File: src/hdl/assert_macros.svh
// ----------------------------------------------------------------------------
// Assertion macros
// Short forms for clocked properties that are disabled while reset is low.
// The module that uses them must have clk and arst_n in scope.
// ----------------------------------------------------------------------------
`ifndef ASSERT_MACROS_SVH
`define ASSERT_MACROS_SVH

// The consequent must hold in the same cycle as the antecedent.
`define ASSERT_SAME(lbl, ante, cons, msg) \
	lbl: assert property (@(posedge clk) disable iff (!arst_n) (ante) |-> (cons)) \
		else $error(msg);

// The consequent must hold in the cycle after the antecedent.
`define ASSERT_NEXT(lbl, ante, cons, msg) \
	lbl: assert property (@(posedge clk) disable iff (!arst_n) (ante) |=> (cons)) \
		else $error(msg);

`endif

File: src/hdl/bpl_pkg.sv
// ----------------------------------------------------------------------------
// bpl_pkg
// Mode and status codes shared by the positional list core.
// ----------------------------------------------------------------------------
`default_nettype none

package bpl_pkg;

	typedef logic signed [31:0] word_t;
	typedef logic [2:0] mode_t;
	typedef logic [1:0] status_t;

	localparam mode_t MODE_INS_FRONT = 3'd0;
	localparam mode_t MODE_INS_BACK  = 3'd1;
	localparam mode_t MODE_INS_AT    = 3'd2;
	localparam mode_t MODE_DEL_FRONT = 3'd3;
	localparam mode_t MODE_DEL_BACK  = 3'd4;
	localparam mode_t MODE_DEL_AT    = 3'd5;
	localparam mode_t MODE_DUMP      = 3'd6;

	localparam status_t ST_OK     = 2'd0;
	localparam status_t ST_EMPTY  = 2'd1;
	localparam status_t ST_BADPOS = 2'd2;
	localparam status_t ST_FULL   = 2'd3;

endpackage

`default_nettype wire

File: src/hdl/bpl_ram.sv
// ----------------------------------------------------------------------------
// bpl_ram
// Entry store: one write port and one read port with registered read data.
// ----------------------------------------------------------------------------
`default_nettype none

module bpl_ram #(
	parameter int DEPTH = 16,
	parameter int AW = 4
) (
	input  wire               clk,
	input  wire               we,
	input  wire  [AW-1:0]     waddr,
	input  bpl_pkg::word_t    wdata,
	input  wire  [AW-1:0]     raddr,
	output bpl_pkg::word_t    rdata
);

	bpl_pkg::word_t mem [DEPTH];
	bpl_pkg::word_t rdata_q;

	// Write port.
	always_ff @(posedge clk) begin
		if (we) begin
			mem[waddr] <= wdata;
		end
	end

	// Read port, with registered read data.
	always_ff @(posedge clk) begin
		rdata_q <= mem[raddr];
	end

	assign rdata = rdata_q;

endmodule

`default_nettype wire

File: src/hdl/bounded_positional_list_core.sv
// ----------------------------------------------------------------------------
// bounded_positional_list_core
// Ordered list of up to DEPTH signed words kept in a single RAM, with
// positional insert and delete done by moving entries one at a time.
// ----------------------------------------------------------------------------
//  Channel | Handshake           | Payload
//  --------+---------------------+-------------------------------
//  input   | in_valid, in_stall  | mode, position, value
//  output  | out_valid, out_stall| status, entry, last, length
//
//  An insert or delete steps through a read state and a write state per moved entry,
//  since each moved entry costs a RAM read and a write on the single port pair.
//  A dump reads and hands out entries in turn; an error or empty case goes to emit.
//  Reset clears the state, count and out_valid; the entry store needs no clearing.
//  One item is worked on at a time; a stalled result holds the engine.
// ----------------------------------------------------------------------------
`default_nettype none

module bounded_positional_list_core #(
	parameter int DEPTH = 16
) (
	input  wire                clk,
	input  wire                arst_n,
	input  wire                in_valid,
	output logic               in_stall,
	input  bpl_pkg::mode_t     mode,
	input  wire  [6:0]         position,
	input  bpl_pkg::word_t     value,
	output logic               out_valid,
	input  wire                out_stall,
	output bpl_pkg::status_t   status,
	output bpl_pkg::word_t     entry,
	output logic               last,
	output logic [6:0]         length
);

	localparam int AW = (DEPTH > 1) ? $clog2(DEPTH) : 1;
	localparam int CW = $clog2(DEPTH + 1);
	localparam int WW = 8;

	localparam logic [2:0] S_IDLE  = 3'd0;
	localparam logic [2:0] S_UP_RD = 3'd1;
	localparam logic [2:0] S_UP_WR = 3'd2;
	localparam logic [2:0] S_DN_RD = 3'd3;
	localparam logic [2:0] S_DN_WR = 3'd4;
	localparam logic [2:0] S_DP_RD = 3'd5;
	localparam logic [2:0] S_DP_WT = 3'd6;
	localparam logic [2:0] S_EMIT  = 3'd7;

	logic [2:0]        state_q;
	logic [CW-1:0]     cnt_q;
	logic [AW-1:0]     ptr_q;
	logic [AW-1:0]     idx_q;
	bpl_pkg::word_t    val_q;
	bpl_pkg::status_t  st_q;

	logic              ov_q;
	bpl_pkg::status_t  ost_q;
	bpl_pkg::word_t    oent_q;
	logic              olast_q;
	logic [6:0]        olen_q;

	logic              we;
	logic [AW-1:0]     waddr;
	bpl_pkg::word_t    wdata;
	logic [AW-1:0]     raddr;
	bpl_pkg::word_t    rdata;

	logic              accept;
	logic              out_free;
	logic [WW-1:0]     cnt_w;
	logic [WW-1:0]     pos_w;
	logic [WW-1:0]     ptr_w;
	logic              full;
	logic              dump_last;

	assign accept   = in_valid && (state_q == S_IDLE);
	assign in_stall = (state_q != S_IDLE);
	assign out_free = !ov_q || !out_stall;
	assign cnt_w    = WW'(cnt_q);
	assign pos_w    = WW'(position);
	assign ptr_w    = WW'(ptr_q);
	assign full     = (cnt_w >= WW'(DEPTH));
	assign dump_last = ((ptr_w + 8'd1) == cnt_w);

	bpl_ram #(.DEPTH(DEPTH), .AW(AW)) u_ram (
		.clk   (clk),
		.we    (we),
		.waddr (waddr),
		.wdata (wdata),
		.raddr (raddr),
		.rdata (rdata)
	);

	// RAM port control for the moving and dumping states.
	always_comb begin
		we    = 1'b0;
		waddr = ptr_q;
		wdata = rdata;
		raddr = ptr_q;
		case (state_q)
			S_UP_RD: begin
				raddr = ptr_q - AW'(1);
				if (ptr_q == idx_q) begin
					we    = 1'b1;
					wdata = val_q;
				end
			end
			S_UP_WR: we = 1'b1;
			S_DN_RD: raddr = ptr_q + AW'(1);
			S_DN_WR: we = 1'b1;
			default: ;
		endcase
	end

	// Sequencer: decode an item, move entries, emit results.
	always_ff @(posedge clk or negedge arst_n) begin
		if (!arst_n) begin
			state_q <= S_IDLE;
			cnt_q   <= '0;
			ov_q    <= 1'b0;
		end else begin
			if (ov_q && !out_stall) begin
				ov_q <= 1'b0;
			end
			case (state_q)
				S_IDLE: begin
					if (accept) begin
						st_q  <= bpl_pkg::ST_OK;
						val_q <= value;
						ptr_q <= AW'(cnt_q);
						state_q <= S_EMIT;
						case (mode)
							bpl_pkg::MODE_INS_FRONT, bpl_pkg::MODE_INS_BACK: begin
								if (full) begin
									st_q <= bpl_pkg::ST_FULL;
								end else begin
									idx_q   <= (mode == bpl_pkg::MODE_INS_FRONT) ?
										'0 : AW'(cnt_q);
									state_q <= S_UP_RD;
								end
							end
							bpl_pkg::MODE_INS_AT: begin
								if (pos_w == '0 || pos_w > cnt_w + 8'd1) begin
									st_q <= bpl_pkg::ST_BADPOS;
								end else if (full) begin
									st_q <= bpl_pkg::ST_FULL;
								end else begin
									idx_q   <= AW'(pos_w - 8'd1);
									state_q <= S_UP_RD;
								end
							end
							bpl_pkg::MODE_DEL_FRONT, bpl_pkg::MODE_DEL_BACK: begin
								if (cnt_q == '0) begin
									st_q <= bpl_pkg::ST_EMPTY;
								end else begin
									ptr_q   <= (mode == bpl_pkg::MODE_DEL_FRONT) ?
										'0 : AW'(cnt_w - 8'd1);
									state_q <= S_DN_RD;
								end
							end
							bpl_pkg::MODE_DEL_AT: begin
								if (cnt_q == '0) begin
									st_q <= bpl_pkg::ST_EMPTY;
								end else if (pos_w == '0 || pos_w > cnt_w) begin
									st_q <= bpl_pkg::ST_BADPOS;
								end else begin
									ptr_q   <= AW'(pos_w - 8'd1);
									state_q <= S_DN_RD;
								end
							end
							bpl_pkg::MODE_DUMP: begin
								if (cnt_q == '0) begin
									st_q <= bpl_pkg::ST_EMPTY;
								end else begin
									ptr_q   <= '0;
									state_q <= S_DP_RD;
								end
							end
							default: st_q <= bpl_pkg::ST_BADPOS;
						endcase
					end
				end
				// Insert: copy entries up from the tail until the slot opens, then write the value there.
				S_UP_RD: begin
					if (ptr_q == idx_q) begin
						cnt_q   <= cnt_q + CW'(1);
						state_q <= S_EMIT;
					end else begin
						state_q <= S_UP_WR;
					end
				end
				S_UP_WR: begin
					ptr_q   <= ptr_q - AW'(1);
					state_q <= S_UP_RD;
				end
				// Delete: copy entries down over the removed slot.
				S_DN_RD: begin
					if (ptr_w + 8'd1 >= cnt_w) begin
						cnt_q   <= cnt_q - CW'(1);
						state_q <= S_EMIT;
					end else begin
						state_q <= S_DN_WR;
					end
				end
				S_DN_WR: begin
					ptr_q   <= ptr_q + AW'(1);
					state_q <= S_DN_RD;
				end
				// Dump: read an entry, then hand it out when the register frees.
				S_DP_RD: state_q <= S_DP_WT;
				S_DP_WT: begin
					if (out_free) begin
						ov_q    <= 1'b1;
						ost_q   <= bpl_pkg::ST_OK;
						oent_q  <= rdata;
						olast_q <= dump_last;
						olen_q  <= 7'(cnt_q);
						ptr_q   <= ptr_q + AW'(1);
						state_q <= dump_last ? S_IDLE : S_DP_RD;
					end
				end
				S_EMIT: begin
					if (out_free) begin
						ov_q    <= 1'b1;
						ost_q   <= st_q;
						oent_q  <= '0;
						olast_q <= 1'b1;
						olen_q  <= 7'(cnt_q);
						state_q <= S_IDLE;
					end
				end
				default: state_q <= S_IDLE;
			endcase
		end
	end

	assign out_valid = ov_q;
	assign status    = ost_q;
	assign entry     = oent_q;
	assign last      = olast_q;
	assign length    = olen_q;

`include "assert_macros.svh"

	`ASSERT_SAME(a_cnt_bound, 1'b1, cnt_w <= WW'(DEPTH), "count above depth")
	`ASSERT_NEXT(a_busy_after_accept, accept, in_stall, "no stall after accepted beat")
	`ASSERT_SAME(a_ins_room, state_q == S_UP_RD || state_q == S_UP_WR,
		cnt_w < WW'(DEPTH), "insert running on a full list")

endmodule

`default_nettype wire
File: config.mk
export PLATFORM = sky130hd
export DESIGN_NAME = bounded_positional_list_core
export DESIGN_NICKNAME = d
export VERILOG_FILES = /design/src/hdl/bpl_pkg.sv /design/src/hdl/bpl_ram.sv /design/src/hdl/bounded_positional_list_core.sv
export VERILOG_INCLUDE_DIRS = /design/src /design/src/hdl
export SDC_FILE = /design/constraint.sdc
export NUM_CORES = 1
export LEC_CHECK = 0
export BUFFER_PORTS_ARGS = -buffer_cell sky130_fd_sc_hd__buf_2
export CAP_MARGIN = 20
export CORE_ASPECT_RATIO = 0.7
export CORE_MARGIN = 2
export CORE_UTILIZATION = 60
export DETAILED_ROUTE_END_ITERATION = 6
export PLACE_DENSITY = 0.84
export SKIP_CTS_REPAIR_TIMING = 1
export SYNTH_ARGS = -nofsm -noshare
export SYNTH_HDL_FRONTEND = slang
export SYNTH_HIERARCHICAL = 1
export SYNTH_SLANG_ARGS = --single-unit
File: constraint.sdc
create_clock -name clk -period 6.05 [get_ports clk]
set_clock_uncertainty 0.2 [all_clocks]
set_input_delay 1.21 -clock clk [delete_from_list [all_inputs] [get_ports clk]]
set_output_delay 1.21 -clock clk [all_outputs]
set_load 0.01 [all_outputs]
## Yosys cells after proc, flatten, opt, wreduce, memory -nomap -nowiden

Memory sizes are Yosys's and may differ from the RTL's. A register that Yosys moved wholly into a read port is not among the register bits.
Index checks and enable logic that the tools add are counted.

| word-level totals | value |
|---|---|
| memory bits (writable) | 512 |
| word-level logic and storage cells | 131 |
| input port bits | 46 |
| flip-flop bits (word level) | 91 |
| memories kept | 1 |

| operators by class | value |
|---|---|
| add/subtract/negate cells | 8 |
| reductions and logical operators | 28 |
| equality and inequality tests | 23 |
| magnitude comparators | 4 |
| mux-type cells | 56 |

Memories:

| memory | words | width | read ports | clocked after Yosys merged registers in | wr ports | line | text |
|---|---|---|---|---|---|---|---|
| u_ram.mem | 16 | 32 | 1 | 1 | 1 | bpl_ram.sv:19 | `bpl_pkg::word_t mem [DEPTH];` |

Operators with widths:

| operator | count |
|---|---|
| 32-bit 2-to-1 mux | 4 |
| 32-bit one-hot mux with 2 select lines | 1 |
| 4-bit 2-to-1 mux | 11 |
| 3-bit 2-to-1 mux | 10 |
| 3-bit one-hot mux with 8 select lines | 1 |
| 3-bit equality test (second input constant) | 7 |
| 2-bit 2-to-1 mux | 8 |
| 2-bit inequality test (second input constant) | 8 |
| 4-bit one-hot mux with 2 select lines | 2 |
| 4-bit one-hot mux with 4 select lines | 1 |
| 3-bit one-hot mux with 5 select lines | 1 |
| 3-bit by 2-bit equality test with 1-bit output (second input constant) | 4 |
| 4-bit one-hot mux with 3 select lines | 1 |
| 3-bit AND reduction | 4 |
| 4-bit by 1-bit subtractor with 4-bit output (second input constant) | 3 |
| 5-bit 2-to-1 mux | 2 |
| 5-bit one-hot mux with 2 select lines | 1 |
| 1-bit 2-to-1 mux | 9 |
| 8-bit logical NOT | 1 |
| 2-bit one-hot mux with 4 select lines | 1 |
| 4-bit AND reduction | 2 |
| 2-bit OR reduction | 4 |
| 7-bit by 5-bit greater-than comparator with 1-bit output | 1 |
| 7-bit by 6-bit greater-than comparator with 1-bit output | 1 |
| other kinds (22) | 31 |

## Longest topological paths before layout

Gate-level depths: netlist of the first run.

| depth | value |
|---|---|
| depth after elaboration | 7 |
| mapped depth | 12 |
| gate-level depth less buffers | 10 |

## Hierarchy

The synthesis of the first run kept the hierarchy.

Modules (own cells, without submodules):

| module | times used | seq. area each (um^2) | cells an instance | area each (um^2) |
|---|---|---|---|---|
| bpl_ram | 1 | 16015.4 | 838 | 19835.3 |
| bounded_positional_list_core | 1 | 2687.6 | 416 | 4973.5 |

## Worst setup path after synthesis of the first run

OpenSTA, ideal clock, no wires.

| timing path | value |
|---|---|
| kind | flip-flop to flip-flop |
| from | reg ptr_q[3] |
| to | mem u_ram/mem[0][0] (netlist bit) (enable) |
| period minus slack after synthesis | 5.059 ns |
| setup time | 0.461 ns |
| data required time | 5.389 ns |
| cell stages (with the launch flop) | 9 |
| buffers on the path | 2 |
| arrival | 4.398 ns |
| path slack | 0.991 ns |
| cell sequence | edfxtp_1 > buf_2 > xnor2_1 > nand3_1 > nor4_4 > buf_2 > o21bai_1 > or3b_2 > nor3_1 |

| on the way | value |
|---|---|
| word-level cells in the longest chain between the ends | 5 |

RTL lines:

| element | line | text |
|---|---|---|
| from (decl) | bounded_positional_list_core.sv:52 | `logic [AW-1:0] ptr_q;` |
| from (signal assigned) | bounded_positional_list_core.sv:131 | `ptr_q <= AW'(cnt_q);` |
| from (signal assigned) | bounded_positional_list_core.sv:157 | `ptr_q <= (mode == bpl_pkg::MODE_DEL_FRONT) ?` |
| from (signal assigned) | bounded_positional_list_core.sv:168 | `ptr_q <= AW'(pos_w - 8'd1);` |
| 4-bit equality test | bounded_positional_list_core.sv:104 | `if (ptr_q == idx_q) begin` |
| 1-bit 2-to-1 mux | bounded_positional_list_core.sv:104 |  |
| 1-bit one-hot mux with 2 select lines | bounded_positional_list_core.sv:101 | `case (state_q)` |
| named net we | bounded_positional_list_core.sv:63 | `logic we;` |
| 1-bit 2-to-1 mux | bpl_ram.sv:24 | `if (we) begin` |
| 1-bit 2-to-1 mux (not written as such) | bpl_ram.sv:25 | `mem[waddr] <= wdata;` |
| to (decl) | bpl_ram.sv:19 |  |

The timed path passes the listed nets, and every way through them passes these cells.

## Final worst setup path of the first run

| timing path | value |
|---|---|
| from | reg ptr_q[0] |
| to | reg u_ram.rdata_q[15], in the netlist u_ram/rdata[15] (read register of u_ram.mem) |

| on the way | value |
|---|---|
| word-level cells in the longest chain between the ends | 2 |

RTL lines:

| element | line | text |
|---|---|---|
| 4-bit by 1-bit adder with 4-bit output / 4-bit by 1-bit subtractor with 4-bit output (equally long branches) | bounded_positional_list_core.sv:110, bounded_positional_list_core.sv:103 |  |
| 4-bit one-hot mux with 2 select lines (*) | bounded_positional_list_core.sv:101 |  |
| named net raddr[2] | bounded_positional_list_core.sv:66 | `logic [AW-1:0] raddr;` |
| to (decl) | bpl_ram.sv:20 | `bpl_pkg::word_t rdata_q;` |

The timed path passes the listed nets; every way through them passes the cells marked *.
A chain may end at the register's enable or synchronous reset.

==> impl_metrics.ini, run 1 <==
[synth]
synth_top_family_by_area = multiplexers
syn_area_mm2 = 0.0248
async_flop_share_pct = 1.42
synth-edff-count = 594
synth_fa_ha_area_share_pct = 1.34
yosys.area_share.simple_pct = 4.00
synth_compound_gate_area_share_pct = 3.84
synth_top_flop_cell = edfxtp_1
yosysTopAreaCell = edfxtp_1
synth_warnings = 6
yosys-top-cells-count = 594 x edfxtp_1, 128 x mux4_2, 64 x a22oi_1, 57 x nand2_1, 34 x and2_1
ys_ff_latch = 635
synth_xor_area_share_pct = 0.741
ys_seq_area_share_pct = 75.4
synth_top_area_share_pct = 71.9
synthMuxAreaShare_pct = 13.2
synth.avg_cell_area_um2 = 19.8
netlist_top_cells_area = edfxtp_1 72%, mux4_2 12%, dfxtp_1 2.6%, a22oi_1 1.9%, mux2_2 1.5%
yosysUniqueCellTypes = 64
yosysMostFrequentCell = edfxtp_1
syn_inst = 1254

[timing]
setup_viol = 0
max_freq_ghz = 0.254
period_share_pct = 65.0
grt_setup_unrepaired = false
drv_slew = 0
tns_ns = 0
relSlewSlack_pct = 23.0
hold_ws_ns = 0.275
tightest_slew_ns = 1.15
period_minus_slack_ns = 3.93
hold_viol = 0

[route]
vias = 12800
first_pass_iters = 6
ant_nets = 0
drt_iter0_drc = 1578
drc = 0
wl_per_cell_um = 27.8
vias_per_cell = 6.55
totalWireLength_um = 54300

[placement]
io_buffer_count = 87
place.gp.congestion = 0.867
dp_hpwl_um = 29000

[worst_setup_path]
worst_ep_arrival_time_ns = 4.26
critPathMaxStageDelay_ns = 0.89
cp_max_fo = 18
crit_required_ns = 6.38
worstPathCellList = inv_1 -> ha_1 -> nand3_1 -> o21ai_0 -> a21oi_1 -> and2_1 -> buf_4 -> a22oi_1 -> nand2_1
slowest_stage = and2_1
worstSetupPathType = register to register
critical-path-top-delay-family = simple AND/OR/NAND/NOR gates
end_kind = register
r2r_slack_ns = 2.12
crit_path_start_kind = register
crit_cells = 9
timing.critical_path.buf_inv = 2
r2r-end = u_ram/rdata[15]
ff2ff_path_depth = 9
worstReg2RegStart = ptr_q[0]

[clock_tree]
cts.sinks = 635
clock_path_buffers = 3
cts_tree = yes
cts-buffers-inserted = 56
cts_root_buf = clkbuf_16
ctsHtreeMaxLevel = 2
clkTransAtPathRegs_ns = 0.07
clock_latency_ns = 0.60

[global_route]
antenna_found_initial = 0
grt_pass1_vias = 12900
grt_max_degree = 129
grt_use_total_pct = 25.6
grt_first_pass_wirelength_um = 80800
gr-total-overflow = 0

[die]
die_x_um = 247
rows = 62
dieArea_mm2 = 0.0430
initial_core_util_pct = 60.7
die_h_um = 174
io_pins = 90
core_area_mm2 = 0.0409

[finish]
nNetsFinal = 1435
nFillCells = 2396
area_growth_pct = 12.7
num_antenna_cells = 0
drive_gt1_share_pct = 27.9

[pwr]
power_density_mw_per_mm2 = 529
p_int_w = 0.0101
clkPwrFrac_pct = 24.3
pwr-share-seq_pct = 42.0
p_comb_share_pct = 33.7
power_switching_w = 0.00473
p_leak_nw = 9.22
ir_drop_mv = 0.673
swShare_pct = 32.0

[status]
status = finished, final reports clean

[job]
maxCapViolCount = 0

[worst_hold_path]
hp-class = input port to async pin
-- placed cells by master (no fill, tap or decap), types with 12 or more instances in the layout --
master	netlist	routed
edfxtp_1	594	594
mux4_2	128	128
buf_2	13	87
a22oi_1	64	64
nand2_1	57	57
clkbuf_16	0	56
and2_1	34	34
mux2_2	32	32
dfxtp_1	32	32
ha_1	25	25
a21oi_1	20	20
inv_1	19	19
nand3_1	18	18
buf_4	11	18
o21ai_0	18	17
xnor2_1	17	16
nor2_1	30	16
nor2_4	0	14
clkbuf_1	28	12
-- final cells by class --
class / instances / area, um^2 / area share [%]
clock buffers: 76 / 1560 / 5.57
clock inverters: 29 / 305 / 1.09
inverters: 20 / 75.1 / 0.269
multi-input cells: 537 / 5890 / 21.1
flip-flops and latches: 635 / 18700 / 66.9
well taps: 544 / 681 / 2.43
repair buffers: 113 / 746 / 2.67
-- per-stage QoR --
step	total power [W]	worst slack (ns)	cells	cell area, um^2	util [%]
2_1_floorplan	0.00982	0.991	1255	24800	-
3_3_place_gp	0.0110	2.49	1844	26000	63.6
3_5_place_dp	0.0112	2.42	1844	26000	63.6
4_1_cts	0.0148	2.28	1949	27800	68.1
5_1_grt	0.0154	2.00	1954	28000	68.4
6_report	0.0148	2.12	1954	28000	68.4
-- logic make-up (layout without fill, tap and decap cells) --
family / after synthesis / count (layout)
other: 1 / 2
DFF: 635 / 635
and+or+nand+nor: 190 / 190
xor gates and xnor gates: 21 / 21
muxes: 162 / 162
AOI/OAI and AO/OA: 136 / 136
adders and majority gates: 26 / 26
buffers and inverters: 83 / 238
-- how the worst max path moves through the flow --
stage             start         endpoint  slack (ns)
2_1_floorplan  ptr_q[3]  u_ram/mem[0][0]        0.99
3_3_place_gp   ptr_q[0]  u_ram/rdata[18]        2.49
3_5_place_dp   ptr_q[0]  u_ram/rdata[18]        2.42
4_1_cts        ptr_q[0]  u_ram/rdata[15]        2.28
5_1_grt        ptr_q[0]  u_ram/rdata[21]        2.00
6_report       ptr_q[0]  u_ram/rdata[15]        2.12
-- per-layer routing --
layer | vias to the layer above | GRT usage, % | wire (um)
met5 | - | 0 | 0
met4 | 0 | 7.10 | 1470
met3 | 102 | 4.88 | 5380
met2 | 833 | 40.2 | 26200
met1 | 6549 | 37.6 | 21300
li1 | 5321 | - | -
-- power groups by stage --
stage	Combinational, W	Sequential (W)	Clock (W)
3_5_place_dp	0.00487	0.00629	0
6_report	0.00499	0.00621	0.00359
3_3_place_gp	0.00471	0.00626	0
2_1_floorplan	0.00364	0.00618	0
4_1_cts	0.00495	0.00621	0.00364
5_1_grt	0.00535	0.00626	0.00380
-- worst reg2reg max path: stages (launching register included) --
cell and delay [ns]:
edfxtp_1 0.75, inv_1 0.20, ha_1 0.29, nand3_1 0.10
o21ai_0 0.13, a21oi_1 0.57, and2_1 0.89, buf_4 0.47
a22oi_1 0.16, nand2_1 0.09
-- flip-flops by register name, summed over array words and instances, names as in the netlist, 4 cells and up --
signal and cells:
entry 32, length 5, cnt_q 5, val_q 32, u_ram/mem 512, idx_q 4
ptr_q 4, u_ram/rdata 32
No activity file was read; power rests on OpenSTA's default activity.
==> run 2, diff against run 1 <==
--- a/config.mk
+++ b/config.mk
@@ -10,9 +10,9 @@
 export CAP_MARGIN = 20
 export CORE_ASPECT_RATIO = 0.7
 export CORE_MARGIN = 2
-export CORE_UTILIZATION = 60
+export CORE_UTILIZATION = 55
 export DETAILED_ROUTE_END_ITERATION = 6
-export PLACE_DENSITY = 0.84
+export PLACE_DENSITY = 0.81
 export SKIP_CTS_REPAIR_TIMING = 1
 export SYNTH_ARGS = -nofsm -noshare
 export SYNTH_HDL_FRONTEND = slang
==> constraint.sdc (replaced) <==
create_clock -name clk -period 3.42 [get_ports clk]
set_clock_uncertainty 0.2 [all_clocks]
set_input_delay 0.684 -clock clk [delete_from_list [all_inputs] [get_ports clk]]
set_output_delay 0.684 -clock clk [all_outputs]
set_load 0.01 [all_outputs]
==> impl_metrics.ini, run 2 (same netlist as run 1, synthesis figures left out) <==
[worst_hold_path]
min_to = val_q[27]
hold_path_depth = 1
hp-class = input port to register
worstHoldStart = value[27]

[pwr]
p_leak_nw = 9.42
power_density_mw_per_mm2 = 931
ir_drop_mv = 0.581

[clock_tree]
cts_tree = yes
ctsHtreeMaxLevel = 2
cts.sinks = 635
cts-buffers-inserted = 56
clkTransAtPathRegs_ns = 0.06
clock_path_buffers = 3
clock_latency_ns = 0.63
cts_root_buf = clkbuf_16

[route]
vias = 12800
ant_nets = 0
drt_iter0_drc = 1536
wl_per_cell_um = 26.9
totalWireLength_um = 55200
vias_per_cell = 6.23
first_pass_iters = 5
drc = 0

[timing]
drv_slew = 0
period_minus_slack_ns = 3.13
hold_viol = 0
setup_viol = 0
tightest_slew_ns = 1.02
max_freq_ghz = 0.319
grt_setup_unrepaired = false
hold_ws_ns = 0.0303
period_share_pct = 91.6
relSlewSlack_pct = 31.8

[placement]
dp_hpwl_um = 31200
io_buffer_count = 87
place.gp.congestion = 0.878
placed_area_mm2 = 0.0266

[finish]
largest_register_ffs = 512
nNetsFinal = 1474
nFillCells = 2984
multi_input_area_mm2 = 0.00594
final_cell_mix = 594 x edfxtp_1, 128 x mux4_2, 87 x buf_2
regArea_mm2 = 0.0187
regMostFlops = u_ram/mem
num_antenna_cells = 0
area_growth_pct = 14.5
final_common_cell = edfxtp_1
drive_gt1_share_pct = 29.6
fin_area_mm2 = 0.0284

[worst_setup_path]
critical-path-top-delay-family = compound AO/OA/AOI/OAI gates
ff2ff_path_depth = 9
crit_top_cell = nand2_1
slowest_stage = edfxtp_1
crit_required_ns = 3.71
r2r-end = u_ram/rdata[17]
critPathMaxStageDelay_ns = 0.53
cp_max_fo = 23
worstSetupPathType = register to register
worst_ep_arrival_time_ns = 3.42
crit_path_start_kind = register
r2r_slack_ns = 0.29
worstPathCellList = inv_1 -> ha_1 -> xnor2_1 -> nand2_1 -> o21ai_4 -> buf_12 -> mux4_2 -> a22oi_1 -> nand2_1
end_kind = register
worstReg2RegStart = ptr_q[1]
timing.critical_path.buf_inv = 2

[die]
io_pins = 90
die_h_um = 182
core_area_mm2 = 0.0448
dieArea_mm2 = 0.0468
rows = 65
initial_core_util_pct = 55.4
die_x_um = 258

[global_route]
grt_use_total_pct = 24.0
gr-total-overflow = 0
antenna_found_initial = 0
grt_pass1_vias = 13100
grt_first_pass_wirelength_um = 82900
grt_max_degree = 65

[job]
maxCapViolCount = 0

[status]
status = finished, final reports clean
[run 2: changes by cell type in the layout (fill, tap and decap cells not counted), sizes merged]
| cell | delta |
|---|---|
| clkinv | +7 |
| bufinv | -1 |
| clkinvlp | +1 |
| dlygate4sd3 | +1 |
| buf | +38 |
| clkbuf | -4 |
| inv | -3 |
[run 2: where the power goes]
group          switching (W)  internal, W
clock network        0.00279      0.00335
logic                0.00527      0.00414
registers           0.000420       0.0105
[run 2: worst max-delay path by stage]
stage | from | to | cells after the start
after floorplan | ptr_q[0] | u_ram/mem[13][0] | 6
after global placement | state_q[2] | u_ram/rdata[15] | 6
after detailed placement | state_q[2] | u_ram/rdata[15] | 6
after CTS | ptr_q[1] | u_ram/rdata[17] | 9
after global routing | ptr_q[1] | u_ram/rdata[17] | 9
final | ptr_q[1] | u_ram/rdata[17] | 9
[run 2: routing by layer]
| layer | part of all wire [%] | GRT usage (%) | up-vias |
|---|---|---|---|
| met2 | 46 | 36.7 | 644 |
| li1 | - | - | 5392 |
| met3 | 9.1 | 4.01 | 94 |
| met4 | 2.2 | 6.50 | 0 |
| met5 | 0 | 0 | - |
| met1 | 42 | 36.3 | 6655 |
[run 2: final cells by class]
cell class | instances | share of cell area [%]
tap | 603 | 2.66
timing repair buffer | 152 | 4.01
multi-input combinational | 537 | 20.9
inverter | 20 | 0.264
clock inverter | 33 | 1.14
clock buffer | 72 | 5.15
sequential | 635 | 65.9
[run 2: worst register-to-register path, stage by stage, from the launching register on]
cell and delay, ns:
edfxtp_1 0.53, inv_1 0.19, ha_1 0.39, xnor2_1 0.17
nand2_1 0.11, o21ai_4 0.41, buf_12 0.31, mux4_2 0.33
a22oi_1 0.28, nand2_1 0.11
[run 2: through the flow]
stage / cells / TNS (ns) / setup slack [ns] / util [%] / power [W]
6_report: 2052 / 0 / 0.286 / 63.4 / 0.0265
5_1_grt: 2052 / 0 / 0.178 / 63.4 / 0.0276
3_3_place_gp: 1946 / 0 / 0.387 / 59.4 / 0.0201
3_5_place_dp: 1946 / 0 / 0.363 / 59.4 / 0.0204
4_1_cts: 2051 / 0 / 0.321 / 63.4 / 0.0266
2_1_floorplan: 1255 / -121.92 / -0.334 / - / 0.0174
